File: config.mk
export PLATFORM = sky130hd
export DESIGN_NAME = hbs_div_step
export DESIGN_NICKNAME = d
export VERILOG_FILES = /design/src/hdl/hbs_pkg.sv /design/src/hdl/hbs_div_step.sv
export SDC_FILE = /design/constraint.sdc
export NUM_CORES = 1
export LEC_CHECK = 0
export BUFFER_PORTS_ARGS = -buffer_cell sky130_fd_sc_hd__buf_2
export CAP_MARGIN = 15
export CORE_AREA = 2 2 382 384
export DETAILED_ROUTE_END_ITERATION = 8
export DIE_AREA = 0 0 384 386
export GPL_ROUTABILITY_DRIVEN = 0
export GPL_TIMING_DRIVEN = 0
export REMOVE_ABC_BUFFERS = 1
export SYNTH_ARGS = -nofsm -noshare
export SYNTH_HDL_FRONTEND = slang
export SYNTH_SLANG_ARGS = --single-unit
File: constraint.sdc
create_clock -name clk -period 5.5 [get_ports clk]
set_input_delay 1.1 -clock clk [delete_from_list [all_inputs] [get_ports clk]]
set_output_delay 1.1 -clock clk [all_outputs]
set_load 0.005 [all_outputs]
File: src/hdl/hbs_pkg.sv
// package for the hypersphere bounce step pipeline
// shared widths, register indexes, pipeline structs and saturation helpers
// no dependencies
`default_nettype none
package hbs_pkg;

  localparam int FRAC_BITS = 8;
  localparam int POS_W     = 24;
  localparam int VEL_W     = 16;
  localparam int RAD_W     = 15;
  localparam int LEN2_W    = 49;   // sum of four squared positions
  localparam int QUO_W     = 18;   // reflection term never exceeds 2^17
  localparam int NUM_W     = 65;   // twice |dot| * |p_i|
  localparam int DOT_W     = 42;
  localparam int DMAG_W    = 41;
  localparam int DIV_STEPS = QUO_W;

  // configuration register indexes
  localparam logic REG_MOTION_ENABLE = 1'b0;
  localparam logic REG_BOUND_RADIUS  = 1'b1;

  // per-item data that rides alongside the divider
  typedef struct packed {
    logic [3:0][POS_W-1:0] pos;
    logic [3:0][VEL_W-1:0] vel;
    logic                  bounced;
    logic [3:0]            neg;
  } side_t;

  // one divider stage: partial remainders, numerator bits shifting out,
  // quotient bits shifting in
  typedef struct packed {
    side_t                  side;
    logic [LEN2_W-1:0]      den;
    logic [3:0][LEN2_W-1:0] rem;
    logic [3:0][QUO_W-1:0]  nq;
  } div_t;

  function automatic logic [POS_W-1:0] sat_pos(input logic [POS_W:0] s);
    logic [POS_W-1:0] r;
    if (s[POS_W] != s[POS_W-1]) begin
      r = s[POS_W] ? {1'b1, {(POS_W-1){1'b0}}} : {1'b0, {(POS_W-1){1'b1}}};
    end else begin
      r = s[POS_W-1:0];
    end
    return r;
  endfunction

  function automatic logic [VEL_W-1:0] sat_vel(input logic signed [VEL_W+3:0] s);
    logic [VEL_W-1:0] r;
    if (s > $signed({5'b0, {(VEL_W-1){1'b1}}})) begin
      r = {1'b0, {(VEL_W-1){1'b1}}};
    end else if (s < $signed({5'b11111, {(VEL_W-1){1'b0}}})) begin
      r = {1'b1, {(VEL_W-1){1'b0}}};
    end else begin
      r = s[VEL_W-1:0];
    end
    return r;
  endfunction

endpackage
`default_nettype wire

File: src/hdl/hbs_div_step.sv
// one restoring division step for all four lanes, registered
// uses hbs_pkg
`default_nettype none
module hbs_div_step (
  input  wire logic           clk,
  input  wire logic           rst_n,
  input  wire logic           en,
  input  wire logic           in_valid,
  input  hbs_pkg::div_t       in_data,
  output logic                out_valid,
  output hbs_pkg::div_t       out_data
);
  import hbs_pkg::*;

  logic  valid_r;
  div_t  data_r, data_nxt;
  logic [LEN2_W:0] trial;

  // shift in next numerator bit, subtract divisor when it fits
  always_comb begin
    trial    = '0;
    data_nxt = in_data;
    for (int i = 0; i < 4; i++) begin
      trial = {in_data.rem[i], in_data.nq[i][QUO_W-1]};
      if (trial >= {1'b0, in_data.den}) begin
        data_nxt.rem[i] = LEN2_W'(trial - {1'b0, in_data.den});
        data_nxt.nq[i]  = {in_data.nq[i][QUO_W-2:0], 1'b1};
      end else begin
        data_nxt.rem[i] = trial[LEN2_W-1:0];
        data_nxt.nq[i]  = {in_data.nq[i][QUO_W-2:0], 1'b0};
      end
    end
  end

  always_ff @(posedge clk) begin
    if (!rst_n) begin
      valid_r <= 1'b0;
    end else if (en) begin
      valid_r <= in_valid;
    end
  end

  always_ff @(posedge clk) begin
    if (en) begin
      data_r <= data_nxt;
    end
  end

  assign out_valid = valid_r;
  assign out_data  = data_r;

endmodule
`default_nettype wire

; ---- Word-level counts from Yosys, hierarchy flattened
; Index checks and enable logic that the tools add are counted.
[totals]
ff_bits = 483
latch_bits = 0
ram_bits = 0
romBits = 0
out_inout_bits = 483
n_memories = 0
[op_classes]
add_sub_neg = 4
n_mul = 0
n_div = 0
order_cmp = 4
eq_ne = 0
n_shift = 0
n_mux = 8
bitwise = 0
reduce_logical = 0
[op_table]
columns = operator, n
row1 = 50-bit by 49-bit greater-or-equal comparator with 1-bit output, 4
row2 = 49-bit two-way mux, 4
row3 = 49-bit subtractor, 4
row4 = 1-bit two-way mux, 4

; ---- Depth between registers and ports, before layout
; Gate-level depths: netlist (run 1).
[depth]
ltp_word = 2
ltp_mapped = 17

; ---- Least setup slack after synthesis (run 1)
; OpenSTA, ideal clock, no wires.
[synth_timing]
path_type = in2reg
startpoint = input in_data[35] in the netlist's numbering
endpoint = register data_r, in the netlist out_data[154], data pin
setup_ns = 0.261
arrival_ns = 4.078
setup_slack_ns = 1.162
stages = 17
n_path_buf = 2
cell_sequence = inv_1 -> ha_1 -> inv_1 -> fa_1 -> a211oi_1 -> o21bai_1 -> a211oi_2 -> o21a_1 -> o22ai_1 -> a2111oi_4 -> o21ai_2 -> a311oi_2 -> inv_2 -> buf_2 -> buf_1 -> nor2_1 -> a21oi_1
[synth_lines]
columns = element, line_no
row1 = start: declaration, hbs_div_step.sv:9  ; input hbs_pkg::div_t in_data,
row2 = end signal: assignment, hbs_div_step.sv:45  ; data_r <= data_nxt;
row3 = end: declaration, hbs_div_step.sv:16  ; div_t data_r, data_nxt;

==> qor.tcl, run 1 <==
set qor(run_status) {finished, final reports clean}
set qor(critical_path_peak_fanout) 68
set qor(r2r-start) {out_valid}
set qor(powerDensity_nw_per_um2) 327
set qor(clk-insertion-delay-late_ps) 670
set qor(worstHoldStart) {out_valid}
set qor(cts_hold_repair.buffers) 0
set qor(synthDominantCellAreaShare_pct) 52.1
set qor(synth.yosys.warnings) 0
set qor(fin_cells) 5504
set qor(detailroute.wirelength.met2_um) 78100
set qor(start_util_pct) 19.2
set qor(max-clock-path-buffers) 3
set qor(post_synth.cell_area_avg_um2) 10.9
set qor(report.final.slew_viol_count) 0
set qor(core.rowCount) 140
set qor(cellLeakagePower_nw) 15.8
set qor(ant_nets) 0
set qor(cts_tree) {built}
set qor(max_freq_ghz) 0.185
set qor(synth-edff-count) 482
set qor(r2r_slack_ps) 4910
set qor(port_buffers) 968
set qor(finalHoldViolCount) 0
set qor(die_height_um) 386
set qor(startpoint_type) {input pin}
set qor(wl_per_cell_um) 27.5
set qor(syn_to_final_growth_pct) 34.3
set qor(place.detailed.hpwl_um) 127000
set qor(drt_first_iter_violations) 1676
set qor(placed_cells) 5352
set qor(hold-path-cell-count) 2
set qor(clk_pin_slew_ps) 50
set qor(drt-pass1-iter-count) 5
set qor(final-setup-viol-count) 0
set qor(drv_cap) 0
set qor(endpoint_kind_of_the_worst_setup_timing_path) {flip-flop}
set qor(grt_pass1_vias) 23859
set qor(timing.hold.worst_endpoint) {out_valid}
set qor(synth_area_leaders) {edfxtp_1 52%, ha_1 8.8%, a21oi_1 5.9%}
set qor(timing.setup.critical_path_class) {input pin to flip-flop}
set qor(sequential_cell_area_fraction_in_the_yosys_report_pct) 52.2
set qor(antenna_violations_before_repair) 104
set qor(numCtsBuffers) 68
set qor(numClockSinks) 483
set qor(synth_commonest_cells) {482 x edfxtp_1, 325 x a21oi_1, 230 x nor2_1}
set qor(globalRouteTotalUtil_pct) 19.4
set qor(post_synth_instance_area_um2) 27800
set qor(globalRouteOverflowTotal) 0
set qor(worstMarginPinSlew_ps) 1240
set qor(cell_at_the_root_of_the_clock_tree) {clkbuf_16}
set qor(grt_setup_unrepaired) {false}
set qor(synthFlopType) {edfxtp_1}
set qor(drc) 0
set qor(postSynthRegisterBits) 483
set qor(skew_ps) 0
set qor(via_count) 25245
set qor(grt_pass1_wl_um) 195000
set qor(r2r-end) {out_valid}
set qor(cp_cell_sequence) {buf_2, inv_1, ha_1, nor2b_2, nand3_1, nor2_1, nand4_1, nor4_2, nand4_1, o41ai_2, a311oi_4, inv_4, buf_16, mux2_2}
set qor(met3WireLength_um) 14700
set qor(timing.critical_path.slowest_stage_cell) {o41ai_2}
set qor(min_path_type) {flip-flop to flip-flop}
set qor(synth_most_common_cell) {edfxtp_1}
set qor(timing.reg2reg.worst_path_depth) 2
set qor(placeableCoreArea_um2) 145000
set qor(yosysUniqueCellTypes) 89
set qor(period_minus_slack_ps) 5400
set qor(irDropWorstVdd_v) 0.000285
set qor(finish.net_count) 4197
set qor(vias_per_cell) 4.59
set qor(dr.max_layer_used) {met5}
set qor(grt_max_degree) 120
set qor(die_x_um) 384
set qor(critical-path-top-cell-by-count) {nand4_1}
set qor(final.period_utilization_pct) 98.3
set qor(layout.filler_cells) 15315
set qor(pin_count) 969
set qor(full_die_area_um2) 148000
set qor(postSynth.asyncResetShare_pct) 0
set qor(drive_above_1_share_pct) 32.4
set qor(final_core_utilization_pct) 25.8
set qor(synthesis.instances) 2546
set qor(routedLengthMet1_um) 51800
set qor(cts-htree-levels) 3
set qor(crit_arrival_ps) 5790
set qor(total_wirelength_um) 151000
set qor(worstSetupStartpoint) {in_data[316]}
set qor(timing.critical_path.slowest_cell_delay_ps) 750
set qor(yosys.area.top_type) {edfxtp_1}
set qor(required_ps) 5890
set qor(timing.slew.headroom_pct) 15.5
## worst max path at each step
| stage | to | slack, ps | cells past startpoint |
|---|---|---|---|
| after global routing | out_data[124] | 20 | 14 |
| after floorplan | out_data[119] | 310 | 12 |
| final | out_data[124] | 100 | 14 |
| after CTS | out_data[264] | 80 | 17 |
| after global placement | out_valid | -5020 | 3 |
| after detailed placement | out_data[129] | -1650 | 14 |
## sequential cells by signal, indices dropped and copies added, names as in the netlist
name	cells
out_data	482
out_valid	1
## routing by layer
layer / up-vias / global-route usage, %
li1: 11577 / -
met1: 12113 / 19.9
met2: 1218 / 35.8
met3: 277 / 6.68
met4: 60 / 7.81
met5: - / 0
## report_power, final
| group | switching (mW) | total (mW) | internal [mW] |
|---|---|---|---|
| clock | 1.91 | 4.59 | 2.68 |
| combinational | 1.80 | 2.92 | 1.12 |
| sequential | 0.119 | 4.69 | 4.57 |
| total | 3.83 | 12.2 | 8.37 |
## layout by cell type, fill, tap and decap left out, types with 24 or more instances in the layout
master	synthesis	routed
a21o_1	102	102
a21oi_1	325	325
a31oi_1	24	24
buf_2	25	968
clkbuf_16	0	69
diode_2	0	26
edfxtp_1	482	482
ha_1	196	196
inv_1	117	117
mux2_2	27	27
nand2_1	168	168
nand3_1	59	59
nand4_1	44	44
nor2_1	230	230
nor3_1	28	27
o21a_1	30	30
o21ai_0	141	140
o21bai_1	35	35
xnor2_1	86	86
xor2_1	84	84
## cell families after synthesis
group,Yosys count,synth area share (%)
fa+ha+maj,200,9.11
compound gates,804,18.3
flops,483,52.2
xor+xnor,170,5.36
buf+inv,213,3.18
simple gates,647,10.7
mux,29,1.17
## per-stage QoR
step           power (mW)  TNS [ps]  hold slack (ps)  setup slack, ps  instance area (um2)
2_1_floorplan        6.17         0              507              311                27400
6_report             12.2         0              531             96.1                37300
4_1_cts              12.4         0              524             75.9                37200
3_5_place_dp         7.70   -127130              510            -1650                34900
3_3_place_gp         7.71  -2622100              500            -5020                34600
5_1_grt              12.8         0              556             16.8                37300
## area by class of cell
class                           count  area (um2)  area share [%]
Tap cell                         1917        2400            6.42
Clock buffer                       84        1790            4.80
Inverter                          120         455            1.22
Timing Repair Buffer              988        5200            13.9
Antenna cell                       26        65.1           0.174
Clock inverter                     36         469            1.26
Sequential cell                   483       14500            38.8
Multi-Input combinational cell   1850       12500            33.4
## what timing repair did
item                       4_1_cts  5_1_grt
pin swaps                        0        1
resized for setup                5        2
setup endpoints to repair       90       39
buffers inserted                 0        6
## critical path, delay by kind of cell
kind / cells / cell delay (ps)
and+or+nand+nor: 6 / 2050
AOI/OAI and AO/OA: 2 / 880
buffers and inverters: 4 / 800
adders and majority gates: 1 / 430
muxes: 1 / 380
(Power assumes the default switching activity.)
==> run 2: changes to the inputs <==
==> constraint.sdc (replaced) <==
create_clock -name clk -period 5.01 [get_ports clk]
set_input_delay 1.002 -clock clk [delete_from_list [all_inputs] [get_ports clk]]
set_output_delay 1.002 -clock clk [all_outputs]
set_load 0.005 [all_outputs]
==> qor.tcl, run 2 (synthesis gave the netlist of run 1 again) <==
set qor(layout_commonest_cell) {buf_2}
set qor(placeableCoreArea_um2) 145000 ;# unchanged
set qor(die_height_um) 386 ;# unchanged
set qor(period_minus_slack_ps) 4890
set qor(critical_path_peak_fanout) 68 ;# unchanged
set qor(drv_cap) 0 ;# unchanged
set qor(timing.reg2reg.worst_path_depth) 2 ;# unchanged
set qor(irDropWorstVdd_v) 0.000315 ;# +10%
set qor(grt_setup_unrepaired) {false}
set qor(place_area_um2) 34900 ;# unchanged
set qor(placed_cells) 5352 ;# unchanged
set qor(final.period_utilization_pct) 97.6
set qor(port_buffers) 968 ;# unchanged
set qor(finish.net_count) 4195 ;# -0.048%
set qor(core.rowCount) 140 ;# unchanged
set qor(place.detailed.hpwl_um) 127000 ;# unchanged
set qor(numCtsBuffers) 68 ;# unchanged
set qor(numClockSinks) 483 ;# unchanged
set qor(vias_per_cell) 4.60 ;# +0.19%
set qor(cts-htree-levels) 3 ;# unchanged
set qor(endpoint_kind_of_the_worst_setup_timing_path) {flip-flop}
set qor(drive_above_1_share_pct) 32.7 ;# +0.24 points
set qor(grt_pass1_vias) 23882 ;# +0.096%
set qor(grt_pass1_wl_um) 195000 ;# about the same
set qor(fin_ws_ps) 118 ;# +22.3 ps
set qor(largest_register_ffs) 482 ;# unchanged
set qor(crit_arrival_ps) 5280 ;# -510 ps
set qor(design_area_um2) 37400 ;# +0.11%
set qor(drt-pass1-iter-count) 5 ;# unchanged
set qor(min_path_type) {input pin to flip-flop}
set qor(via_count) 25274 ;# +0.11%
set qor(start_util_pct) 19.2 ;# unchanged
set qor(ant_nets) 0 ;# unchanged
set qor(cellLeakagePower_nw) 15.8 ;# about the same
set qor(report.final.slew_viol_count) 0 ;# unchanged
set qor(globalRouteOverflowTotal) 0 ;# unchanged
set qor(finalHoldViolCount) 0 ;# unchanged
set qor(final-setup-viol-count) 0 ;# unchanged
set qor(max-clock-path-buffers) 3 ;# unchanged
set qor(tns_ps) 0 ;# unchanged
set qor(cell_at_the_root_of_the_clock_tree) {clkbuf_16}
set qor(fin_cells) 5500 ;# -0.073%
set qor(globalRouteTotalUtil_pct) 19.4 ;# about the same
set qor(timing.setup.critical_path_class) {input pin to flip-flop}
set qor(worstMarginPinSlew_ps) 1060 ;# -180 ps
set qor(wl_per_cell_um) 27.5 ;# about the same
set qor(cts_hold_repair.buffers) 0 ;# unchanged
set qor(drt_first_iter_violations) 1561 ;# -6.9%
set qor(skew_ps) 0 ;# unchanged
set qor(antenna_violations_before_repair) 107 ;# +2.9%
set qor(pin_count) 969 ;# unchanged
set qor(timing.slew.headroom_pct) 28.9 ;# +13 points
set qor(cts_tree) {built}
set qor(most-common-layout-cells) {968 x buf_2, 482 x edfxtp_1, 324 x a21oi_1}
set qor(required_ps) 5400 ;# -490 ps
set qor(hold-path-cell-count) 1 ;# -1
set qor(max_freq_ghz) 0.204
set qor(total_wirelength_um) 151000 ;# about the same
set qor(drc) 0 ;# unchanged
set qor(syn_to_final_growth_pct) 34.5
set qor(run_status) {finished, final reports clean}
set qor(clk_pin_slew_ps) 60 ;# about the same
set qor(startpoint_type) {input pin}
set qor(clk-insertion-delay-late_ps) 660 ;# about the same
set qor(die_x_um) 384 ;# unchanged
set qor(full_die_area_um2) 148000 ;# unchanged
set qor(dp_worst_setup_slack_ps) -2040 ;# -392 ps
set qor(grt_max_degree) 120 ;# unchanged
set qor(powerDensity_nw_per_um2) 358 ;# +9.7%
-- run 2: where the power goes --
part	switching [mW]	total (mW)	internal, mW
Combinational	1.98	3.21	1.23
Clock	2.09	5.03	2.94
Sequential	0.131	5.15	5.02
Total	4.20	13.4	9.19
-- run 2: area by class of cell --
cell class	instances	area (um2)
fillers	15314	107000
flip-flops and latches	483	14500
clock buffers	84	1790
inverters	120	462
diodes	24	60.1
clock inverters	36	469
repair buffers	986	5180
well taps	1917	2400
multi-input cells	1850	12500
-- run 2: stage by stage --
| stage | total power, mW | hold slack [ps] | utilization (%) |
|---|---|---|---|
| 6_report | 13.4 | 504 | 25.9 |
| 3_3_place_gp | 8.46 | 500 | 23.9 |
| 3_5_place_dp | 8.45 | 510 | 24.2 |
| 4_1_cts | 13.6 | 427 | 25.8 |
| 2_1_floorplan | 6.78 | 507 | - |
| 5_1_grt | 14.0 | 458 | 25.8 |
-- run 2: worst paths after layout --
check	from	to	slack [ps]
min reg2reg	out_valid	out_valid	530
max	in_data[268]	out_data[124]	120
max reg2reg	out_valid	out_valid	4420
min	in_data[419]	out_data[419]	500
-- run 2: timing repair --
item / CTS / global route
setup buffers: 3 / 1
endpoints found under the setup margin: 129 / 53
hold endpoints to repair: 0 / 0
resized for setup: 14 / 10
pin swaps: 2 / 1
-- run 2: critical path, cell delays in order --
cell,delay [ps]
buf_2,160
ha_1,200
inv_1,60
fa_1,420
a211oi_1,240
o21bai_1,250
a211oi_2,450
o21a_2,320
o22ai_1,170
a2111oi_4,300
buf_4,210
o21ai_2,120
a311oi_4,470
inv_4,180
buf_16,210
mux2_2,360
-- run 2: metal layers --
metal / track usage, % / up-vias / part of all wire (%)
li1: - / 11562 / -
met1: 19.8 / 12149 / 34
met2: 35.8 / 1209 / 52
met3: 6.70 / 290 / 9.7
met4: 8.01 / 64 / 4.3
met5: 0 / - / 0.27
